==> config.mk <==
export PLATFORM = sky130hd
export DESIGN_NAME = motion_page_stream_decoder
export DESIGN_NICKNAME = d
export VERILOG_FILES = /design/src/rtl/core/mpsd_pkg.sv /design/src/rtl/core/mpsd_ctrl.sv /design/src/rtl/core/mpsd_dp.sv /design/src/rtl/core/motion_page_stream_decoder.sv
export SDC_FILE = /design/constraint.sdc
export NUM_CORES = 1
export LEC_CHECK = 0
export ABC_CLOCK_PERIOD_IN_PS = 5050
export BUFFER_PORTS_ARGS = -buffer_cell sky130_fd_sc_hd__buf_4
export CORE_MARGIN = 2
export CORE_UTILIZATION = 29
export DETAILED_ROUTE_END_ITERATION = 10
export HOLD_SLACK_MARGIN = 0.12
export SYNTH_ARGS = -nofsm -noshare
export SYNTH_HDL_FRONTEND = slang
export SYNTH_SLANG_ARGS = --single-unit
==> constraint.sdc <==
create_clock -name aclk -period 5.05 [get_ports aclk]
set_input_delay 1.515 -clock aclk [delete_from_list [all_inputs] [get_ports aclk]]
set_output_delay 1.515 -clock aclk [all_outputs]
set_load 0.005 [all_outputs]
==> src/rtl/core/mpsd_pkg.sv <==
// Shared types and constants for the motion page stream decoder.
// Used by mpsd_ctrl, mpsd_dp and the top level; depends on nothing.
package mpsd_pkg;

    // Page geometry
    localparam int JOINTS = 18;
    localparam int GROUPS = JOINTS / 3;
    localparam int BP_W   = 5;
    localparam int GRP_W  = 4;

    // Header byte positions that carry state, and the last byte of a position word
    localparam logic [BP_W-1:0] HEAD_RATE  = BP_W'(3);
    localparam logic [BP_W-1:0] HEAD_STEPS = BP_W'(5);
    localparam logic [BP_W-1:0] WORD_LAST  = BP_W'(3);

    // Position and time arithmetic
    localparam int          POS_W      = 10;
    localparam int          POS_SHIFT  = 11;
    localparam logic [15:0] TIME_LIMIT = 16'd6500;
    localparam logic [15:0] TIME_SCALE = 16'd10;
    localparam int          DIV_W      = 16;

    typedef enum logic [3:0] {
        KIND_FLEX    = 4'd0,
        KIND_NEXT    = 4'd1,
        KIND_EXIT    = 4'd2,
        KIND_REPEAT  = 4'd3,
        KIND_RATE    = 4'd4,
        KIND_INERTIA = 4'd5,
        KIND_STEPS   = 4'd6,
        KIND_POS     = 4'd7,
        KIND_PAUSE   = 4'd8,
        KIND_PLAY    = 4'd9
    } kind_t;

    typedef enum logic [2:0] {
        VS_BYTE = 3'd0,
        VS_POS0 = 3'd1,
        VS_POS1 = 3'd2,
        VS_POS2 = 3'd3,
        VS_TIME = 3'd4
    } val_sel_t;

    // Controller to datapath
    typedef struct packed {
        logic        ld_out;
        val_sel_t    val_sel;
        kind_t       kind;
        logic [7:0]  step;
        logic [4:0]  joint;
        logic        done;
        logic        asm_wr;
        logic [1:0]  asm_lane;
        logic        rate_wr;
        logic        div_start;
    } ctrl_cmd_t;

    // Datapath to controller
    typedef struct packed {
        logic out_free;
        logic div_busy;
    } dp_stat_t;

endpackage

==> src/rtl/core/mpsd_ctrl.sv <==
// Controller for the motion page stream decoder: page section, byte, step and
// group counters, and the sequencing of multi-record items. Uses mpsd_pkg.
module mpsd_ctrl
    import mpsd_pkg::*;
(
    input  logic       aclk,
    input  logic       aresetn,
    input  logic       s_valid,
    output logic       s_ready,
    input  logic [7:0] s_byte,
    input  logic       s_start,
    output ctrl_cmd_t  cmd,
    input  dp_stat_t   stat
);

    typedef enum logic [3:0] {
        ST_RUN  = 4'b0001,
        ST_POS1 = 4'b0010,
        ST_POS2 = 4'b0100,
        ST_DIV  = 4'b1000
    } state_t;

    typedef enum logic [5:0] {
        SEC_IDLE  = 6'b000001,
        SEC_FLEX  = 6'b000010,
        SEC_HEAD  = 6'b000100,
        SEC_POS   = 6'b001000,
        SEC_PAUSE = 6'b010000,
        SEC_PLAY  = 6'b100000
    } sec_t;

    state_t           st_reg, st_next;
    sec_t             sec_reg, sec_next;
    logic [BP_W-1:0]  bp_reg, bp_next;
    logic [7:0]       step_reg, step_next;
    logic [GRP_W-1:0] grp_reg, grp_next;
    logic [7:0]       total_reg, total_next;

    sec_t             eff_sec;
    logic [BP_W-1:0]  eff_bp;
    logic [7:0]       eff_step;
    logic [GRP_W-1:0] eff_grp;
    logic [7:0]       eff_total;
    logic [4:0]       joint_base;
    logic             last_step;
    logic             accept;
    logic             head_done;

    assign s_ready    = (st_reg == ST_RUN) && stat.out_free;
    assign accept     = s_valid && s_ready;
    assign joint_base = 5'({grp_reg, 1'b0}) + 5'(grp_reg);
    assign last_step  = (9'(step_reg) + 9'd1) >= 9'(total_reg);
    assign head_done  = (s_byte == 8'd0);

    // A start mark restarts the page at this byte
    always_comb begin
        eff_sec   = s_start ? SEC_FLEX : sec_reg;
        eff_bp    = s_start ? '0 : bp_reg;
        eff_step  = s_start ? '0 : step_reg;
        eff_grp   = s_start ? '0 : grp_reg;
        eff_total = s_start ? '0 : total_reg;
    end

    // Sequence sections and records
    always_comb begin
        st_next    = st_reg;
        sec_next   = sec_reg;
        bp_next    = bp_reg;
        step_next  = step_reg;
        grp_next   = grp_reg;
        total_next = total_reg;
        cmd        = '0;
        cmd.val_sel = VS_BYTE;
        cmd.kind    = KIND_FLEX;
        cmd.step    = step_reg;

        case (st_reg)
            ST_RUN: begin
                if (accept) begin
                    sec_next   = eff_sec;
                    bp_next    = eff_bp;
                    step_next  = eff_step;
                    grp_next   = eff_grp;
                    total_next = eff_total;
                    case (eff_sec)
                        SEC_FLEX: begin
                            cmd.ld_out = 1'b1;
                            cmd.kind   = KIND_FLEX;
                            cmd.step   = '0;
                            cmd.joint  = 5'(eff_bp);
                            if (eff_bp == BP_W'(JOINTS - 1)) begin
                                sec_next = SEC_HEAD;
                                bp_next  = '0;
                            end else begin
                                bp_next = eff_bp + 1'b1;
                            end
                        end
                        SEC_HEAD: begin
                            cmd.ld_out  = 1'b1;
                            cmd.kind    = kind_t'(4'(KIND_NEXT) + 4'(eff_bp));
                            cmd.step    = '0;
                            cmd.rate_wr = (eff_bp == HEAD_RATE);
                            if (eff_bp == HEAD_STEPS) begin
                                cmd.done   = head_done;
                                total_next = s_byte;
                                sec_next   = head_done ? SEC_IDLE : SEC_POS;
                                bp_next    = '0;
                                step_next  = '0;
                                grp_next   = '0;
                            end else begin
                                bp_next = eff_bp + 1'b1;
                            end
                        end
                        SEC_POS: begin
                            if (eff_bp < WORD_LAST) begin
                                cmd.asm_wr   = 1'b1;
                                cmd.asm_lane = 2'(eff_bp);
                                bp_next      = eff_bp + 1'b1;
                            end else begin
                                cmd.ld_out  = 1'b1;
                                cmd.val_sel = VS_POS0;
                                cmd.kind    = KIND_POS;
                                cmd.joint   = joint_base;
                                bp_next     = '0;
                                st_next     = ST_POS1;
                            end
                        end
                        SEC_PAUSE, SEC_PLAY: begin
                            if (eff_bp == '0) begin
                                cmd.asm_wr   = 1'b1;
                                cmd.asm_lane = 2'd0;
                                bp_next      = BP_W'(1);
                            end else begin
                                cmd.div_start = 1'b1;
                                bp_next       = '0;
                                st_next       = ST_DIV;
                            end
                        end
                        default: begin
                            sec_next = SEC_IDLE;
                        end
                    endcase
                end
            end
            ST_POS1: begin
                cmd.val_sel = VS_POS1;
                cmd.kind    = KIND_POS;
                cmd.joint   = joint_base + 5'd1;
                if (stat.out_free) begin
                    cmd.ld_out = 1'b1;
                    st_next    = ST_POS2;
                end
            end
            ST_POS2: begin
                cmd.val_sel = VS_POS2;
                cmd.kind    = KIND_POS;
                cmd.joint   = joint_base + 5'd2;
                if (stat.out_free) begin
                    cmd.ld_out = 1'b1;
                    st_next    = ST_RUN;
                    // Advance group, then step, then section
                    if (grp_reg == GRP_W'(GROUPS - 1)) begin
                        grp_next = '0;
                        if (last_step) begin
                            step_next = '0;
                            sec_next  = SEC_PAUSE;
                        end else begin
                            step_next = step_reg + 8'd1;
                        end
                    end else begin
                        grp_next = grp_reg + 1'b1;
                    end
                end
            end
            ST_DIV: begin
                cmd.val_sel = VS_TIME;
                cmd.kind    = (sec_reg == SEC_PLAY) ? KIND_PLAY : KIND_PAUSE;
                cmd.done    = (sec_reg == SEC_PLAY) && last_step;
                if (!stat.div_busy && stat.out_free) begin
                    cmd.ld_out = 1'b1;
                    st_next    = ST_RUN;
                    if (last_step) begin
                        step_next = '0;
                        sec_next  = (sec_reg == SEC_PAUSE) ? SEC_PLAY : SEC_IDLE;
                    end else begin
                        step_next = step_reg + 8'd1;
                    end
                end
            end
            default: begin
                st_next = ST_RUN;
            end
        endcase
    end

    always_ff @(posedge aclk) begin
        if (!aresetn) begin
            st_reg    <= ST_RUN;
            sec_reg   <= SEC_IDLE;
            bp_reg    <= '0;
            step_reg  <= '0;
            grp_reg   <= '0;
            total_reg <= '0;
        end else begin
            st_reg    <= st_next;
            sec_reg   <= sec_next;
            bp_reg    <= bp_next;
            step_reg  <= step_next;
            grp_reg   <= grp_next;
            total_reg <= total_next;
        end
    end

endmodule

==> src/rtl/core/mpsd_dp.sv <==
// Datapath for the motion page stream decoder: word assembly, speed rate,
// bit-serial time divider and the result register. Uses mpsd_pkg.
module mpsd_dp
    import mpsd_pkg::*;
(
    input  logic        aclk,
    input  logic        aresetn,
    input  logic [7:0]  s_byte,
    input  ctrl_cmd_t   cmd,
    output dp_stat_t    stat,
    input  logic        m_ready,
    output logic        m_valid,
    output kind_t       m_kind,
    output logic [7:0]  m_step,
    output logic [4:0]  m_joint,
    output logic [15:0] m_value,
    output logic        m_sat,
    output logic        m_done
);

    logic [23:0] asm_reg;
    logic [7:0]  rate_reg;

    logic [DIV_W-1:0]         dq_reg;
    logic [7:0]               rem_reg;
    logic [$clog2(DIV_W)-1:0] cnt_reg;
    logic                     busy_reg;
    logic                     long_reg;

    logic        valid_reg, valid_next;

    logic [15:0] t_word;
    logic        t_small;
    logic [8:0]  trial;
    logic        trial_ge;
    logic [19:0] prod;
    logic        t_sat;
    logic [15:0] t_val;
    logic [15:0] value;
    logic        sat;

    assign t_word   = {s_byte, asm_reg[7:0]};
    assign t_small  = (t_word != 16'd0) && (t_word < TIME_LIMIT);
    assign trial    = {rem_reg, dq_reg[DIV_W-1]};
    assign trial_ge = trial >= {1'b0, rate_reg};

    // Assemble word bytes and hold the speed rate
    always_ff @(posedge aclk) begin
        if (cmd.asm_wr) begin
            asm_reg[8*cmd.asm_lane +: 8] <= s_byte;
        end
        if (cmd.rate_wr) begin
            rate_reg <= s_byte;
        end
    end

    // Restoring divide, one quotient bit per cycle
    always_ff @(posedge aclk) begin
        if (!aresetn) begin
            busy_reg <= 1'b0;
        end else if (cmd.div_start) begin
            busy_reg <= 1'b1;
        end else if (busy_reg && cnt_reg == '0) begin
            busy_reg <= 1'b0;
        end
    end

    always_ff @(posedge aclk) begin
        if (cmd.div_start) begin
            dq_reg   <= t_small ? 16'(t_word * TIME_SCALE) : t_word;
            long_reg <= !t_small;
            rem_reg  <= '0;
            cnt_reg  <= '1;
        end else if (busy_reg) begin
            rem_reg <= trial_ge ? 8'(trial - {1'b0, rate_reg}) : trial[7:0];
            dq_reg  <= {dq_reg[DIV_W-2:0], trial_ge};
            cnt_reg <= cnt_reg - 1'b1;
        end
    end

    // Scale the quotient and saturate
    always_comb begin
        prod  = 20'({dq_reg, 3'b000}) + 20'({dq_reg, 1'b0});
        t_sat = (rate_reg == 8'd0) || (long_reg && prod[19:16] != 4'd0);
        if (t_sat) begin
            t_val = 16'hFFFF;
        end else if (long_reg) begin
            t_val = prod[15:0];
        end else begin
            t_val = dq_reg;
        end
    end

    // Select the record value
    always_comb begin
        sat = 1'b0;
        case (cmd.val_sel)
            VS_BYTE: value = {8'd0, s_byte};
            VS_POS0: value = 16'({s_byte, asm_reg[23:22]});
            VS_POS1: value = 16'(asm_reg[2*POS_SHIFT-2 -: POS_W]);
            VS_POS2: value = 16'(asm_reg[POS_W-1:0]);
            VS_TIME: begin
                value = t_val;
                sat   = t_sat;
            end
            default: value = '0;
        endcase
    end

    // Result register
    always_comb begin
        valid_next = valid_reg;
        if (cmd.ld_out) begin
            valid_next = 1'b1;
        end else if (m_ready) begin
            valid_next = 1'b0;
        end
    end

    always_ff @(posedge aclk) begin
        if (!aresetn) begin
            valid_reg <= 1'b0;
        end else begin
            valid_reg <= valid_next;
        end
    end

    always_ff @(posedge aclk) begin
        if (cmd.ld_out) begin
            m_kind  <= cmd.kind;
            m_step  <= cmd.step;
            m_joint <= cmd.joint;
            m_value <= value;
            m_sat   <= sat;
            m_done  <= cmd.done;
        end
    end

    assign m_valid       = valid_reg;
    assign stat.out_free = !valid_reg || m_ready;
    assign stat.div_busy = busy_reg;

endmodule

==> src/rtl/core/motion_page_stream_decoder.sv <==
// Motion page stream decoder: one page byte per item in, tagged records out.
// A byte's first record is registered in the output register; the other two
// positions of a word follow from ST_POS1 and ST_POS2, and a time record is
// loaded when the divide ends. Throughput: one byte per cycle while the output
// is free; input stalls after a word's last byte and after a time's high byte.
// Synchronous active-low reset: idle section, empty output register.
module motion_page_stream_decoder
    import mpsd_pkg::*;
(
    input  logic        aclk,
    input  logic        aresetn,
    input  logic        s_tvalid,
    output logic        s_tready,
    input  logic [7:0]  s_tdata,   // [7:0] page_byte
    input  logic        s_tuser,   // [0] start_of_page
    output logic        m_tvalid,
    input  logic        m_tready,
    output logic [31:0] m_tdata,   // [7:0] step_number, [12:8] joint_number,
                                   // [28:13] field_value, [29] saturated
    output logic [3:0]  m_tuser,   // [3:0] record_kind
    output logic        m_tlast    // page_done
);

    ctrl_cmd_t   ctrl_cmd;
    dp_stat_t    dp_stat;
    kind_t       out_kind;
    logic [7:0]  out_step;
    logic [4:0]  out_joint;
    logic [15:0] out_value;
    logic        out_sat;

    mpsd_ctrl u_ctrl (
        .aclk    (aclk),
        .aresetn (aresetn),
        .s_valid (s_tvalid),
        .s_ready (s_tready),
        .s_byte  (s_tdata),
        .s_start (s_tuser),
        .cmd     (ctrl_cmd),
        .stat    (dp_stat)
    );

    mpsd_dp u_dp (
        .aclk    (aclk),
        .aresetn (aresetn),
        .s_byte  (s_tdata),
        .cmd     (ctrl_cmd),
        .stat    (dp_stat),
        .m_ready (m_tready),
        .m_valid (m_tvalid),
        .m_kind  (out_kind),
        .m_step  (out_step),
        .m_joint (out_joint),
        .m_value (out_value),
        .m_sat   (out_sat),
        .m_done  (m_tlast)
    );

    assign m_tdata = {2'b00, out_sat, out_value, out_joint, out_step};
    assign m_tuser = out_kind;

`ifndef SYNTHESIS
    // No byte is taken while a time is being divided
    a_no_accept_in_div: assert property (@(posedge aclk) disable iff (!aresetn)
        dp_stat.div_busy |-> !s_tready)
        else $error("input accepted during divide");

    // Saturation only marks time records
    a_sat_time_only: assert property (@(posedge aclk) disable iff (!aresetn)
        (m_tvalid && m_tdata[29]) |->
            (m_tuser == KIND_PAUSE || m_tuser == KIND_PLAY))
        else $error("saturated flag on a non-time record");

    // The page ends on the steps record or a play record
    a_done_kind: assert property (@(posedge aclk) disable iff (!aresetn)
        (m_tvalid && m_tlast) |->
            (m_tuser == KIND_STEPS || m_tuser == KIND_PLAY))
        else $error("page_done on an unexpected record");
`endif

endmodule
==> impl_metrics.tcl <==
set metrics [dict create \
    status "complete, no violations" \
    worst_pin_slew_ps 971 \
    end_kind "flop" \
    clk_path_buf_depth 2 \
    p_sw_mw 1.03 \
    met1_usage_pct 20.0 \
    path_delay_family "simple AND/OR/NAND/NOR gates" \
    dieWidth_um 179 \
    dieArea_sq_um 32100 \
    dp_cells 1369 \
    vias_per_cell 5.27 \
    cts_setup_buffers 0 \
    yosysMostFrequentCell "nand2_1" \
    p_seq_share_pct 38.6 \
    synth_xor_area_share_pct 3.83 \
    core_sq_um 30400 \
    yosysTopAreaCell "edfxtp_1" \
    timing.final.crit_period_ps 4360 \
    finalMaxSlewViolations 0 \
    grtUsageMet3_pct 3.16 \
    cts_tree "done" \
    fin_worst_skew_ps 10.2 \
    fin_crit_sh_pct 86.3 \
    grt_util_all_layers_pct 14.8 \
    setup_viol 0 \
    drt-total-wl_mm 23.3 \
    antenna-diode-count 0 \
    die_h_um 179 \
    start_util_pct 29.3 \
    drtIter0Drc 751 \
    critPathMaxFanout 26 \
    cts.sink_count 131 \
    muxShareOfSynthArea_pct 3.10 \
    p_comb_share_pct 22.6 \
    rsz0062_at_grt "false" \
    place_congestion 0.909 \
    ant_nets 0 \
    overflow 0 \
    finalHoldViolations 0 \
    yosys.area_share.simple_pct 19.8 \
    path_cells "buf_4 > inv_1 > and4b_1 > nand2_1 > nor2_1 > nor3_1 > o21ai_0 > a21o_1 > buf_4" \
    slowest_delay_ps 660 \
    hold_path.class "flop to flop" \
    fmax_ghz 0.229 \
    drc 0 \
    drt_pass1_iterations 5 \
    synth_area_leaders "edfxtp_1 (28%), dfxtp_1 (11%), ha_1 (9.7%)" \
    p_int_mw 2.51 \
    crit_path_top_delay_cell "nor2_1" \
    crit_required_ps 5110 \
    cp.buffers_inverters 3 \
    ctsHoldBuffers 0 \
    synthFlopType "edfxtp_1" \
    pwr-share-clk_pct 38.8 \
    synthTopCellsByCount "nand2_1 (86), edfxtp_1 (82), o21ai_0 (75), ha_1 (69), nor2_1 (60)" \
    reg2reg_slack_ps 1070 \
    synthAdderAreaFrac_pct 10.6 \
    maxSlewHeadroom_pct 34.4 \
    setup-tns-final_ps 0 \
    synth-compound-area-share_pct 19.1 \
    grt_max_degree 45 \
    vias 7385 \
    cts_resized 0 \
    io_buffers 49 \
    cts-root-buf "clkbuf_16" \
    globalRoute.busiestLayer "met2" \
    fp-row-count 64 \
    synth-seq-cells 131 \
    yosysTopAreaCellShare_pct 27.6 \
    final_cells 1401 \
    drive_gt1_share_pct 11.4 \
    antenna_found_initial 0 \
    hold_slack_ps 496 \
    nNetsFinal 1078 \
    h-tree-depth 4 \
    cp_common_cell "buf_4" \
    critPathArrivalTime_ps 4420 \
    dpl.hpwl_mm 16.9 \
    seq_area_frac_synth_pct 38.7 \
    area_growth_pct 15.4 \
    cts_made_buffers 17 \
    ir_worst_vdd_mv 0.193 \
    netlist_instances 960 \
    grt_pass1_vias 7067 \
    switching_share_pct 29.0 \
    synth-async-reset-ratio_pct 0 \
    p_leak_nw 3.93 \
    pwr_density_cell_nw_per_um2 344 \
    synth_top_family_by_area "simple AND/OR/NAND/NOR gates" \
    clk_latency_ps 410 \
    p_total_mw 3.54 \
    crit_type "primary input to flop" \
    ioPinCount 52 \
    crit_path_start_kind "primary input" \
    met2_usage_pct 24.2 \
    maxCapViolations 0 \
    synth_area_sq_um 8910 \
    wl_per_cell_um 16.6 \
    largest_register_ffs 22 \
    clk_pin_slew_ps 60 \
    synth_cell_types 85 \
    grt_pass1_wl_mm 37.4 \
    synth_edf_count 82 \
    yosys_warnings 0 \
    avgSynthCellArea_sq_um 9.28 \
]
[power groups by stage]
| stage | Clock (mW) | Sequential [mW] | Combinational, mW |
|---|---|---|---|
| final | 1.37 | 1.37 | 0.798 |
| after global routing | 1.45 | 1.38 | 0.886 |
| after CTS | 1.40 | 1.36 | 0.799 |
| after detailed placement | 0 | 1.38 | 0.796 |
| after global placement | 0 | 1.39 | 0.784 |
| after floorplan | 0 | 1.35 | 0.542 |
[metal layers]
metal  vias to the layer above  share of wire (%)
met2                       216                 47
met5                         -                  0
met4                         0                1.1
met3                        21                5.5
met1                      3516                 46
li1                       3632                  -
[final timing paths]
kind                                       start               to  cells after the start
worst max-delay path                     s_tuser  u_dp.m_value[1]                      9
worst min-delay path             u_dp.cnt_reg[3]  u_dp.cnt_reg[3]                      2
worst max register to register  u_ctrl.st_reg[0]  u_dp.m_value[1]                      8
worst min register to register   u_dp.cnt_reg[3]  u_dp.cnt_reg[3]                      2
[placed cells by master, fill, tap and decap left out, drive strengths merged, types with 6 or more instances in the layout]
cell,count
xor2,12
nand2,87
inv,52
o21ai,78
edfxtp,82
nor2b,19
and2,29
o2111ai,6
and3,7
ha,69
or3,6
a21o,9
nor2,60
xnor2,27
a222oi,8
nand4,13
nand3b,6
nor3,21
nor4,9
a31oi,12
a21oi,58
a211oi,11
nand3,25
clkbuf,22
o211ai,13
dfxtp,49
a22oi,11
mux2i,22
buf,58
nor4b,7
nand2b,14
[through the flow]
stage | utilization (%) | area (sq um) | setup WS [ps]
final | 33.8 | 10300 | 692
after global routing | 33.8 | 10300 | 495
after CTS | 33.8 | 10300 | 784
after detailed placement | 31.6 | 9610 | 326
after global placement | 31.6 | 9610 | 464
after floorplan | - | 8910 | 1460
[worst reg2reg max path, stage by stage (launching register included)]
cell and delay, ps:
dfxtp_1 600, or4b_1 610, nor2_1 230, nand2_2 180
nor2_1 670, nor3_1 230, o21ai_0 180, a21o_1 440
buf_4 470
[kinds of logic (layout without fill, tap and decap cells)]
group,count (synthesis),after routing
AND/OR/NAND/NOR,331,331
XOR/XNOR,39,39
multiplexers,27,27
AO/OA/AOI/OAI,260,260
flip-flops,131,131
buffers and inverters,98,142
adder cells (fa/ha/maj),73,73
other,1,2
[area by class of cell]
cell class                 instances  area, sq um
fill                            3112        20200
tap                              396          495
timing repair buffer              58          435
clock inverter                    10          169
inverter                          52          195
clock buffer                      22          497
multi-input combinational        732         5040
sequential                       131         3440
(Power assumes the default switching activity.)
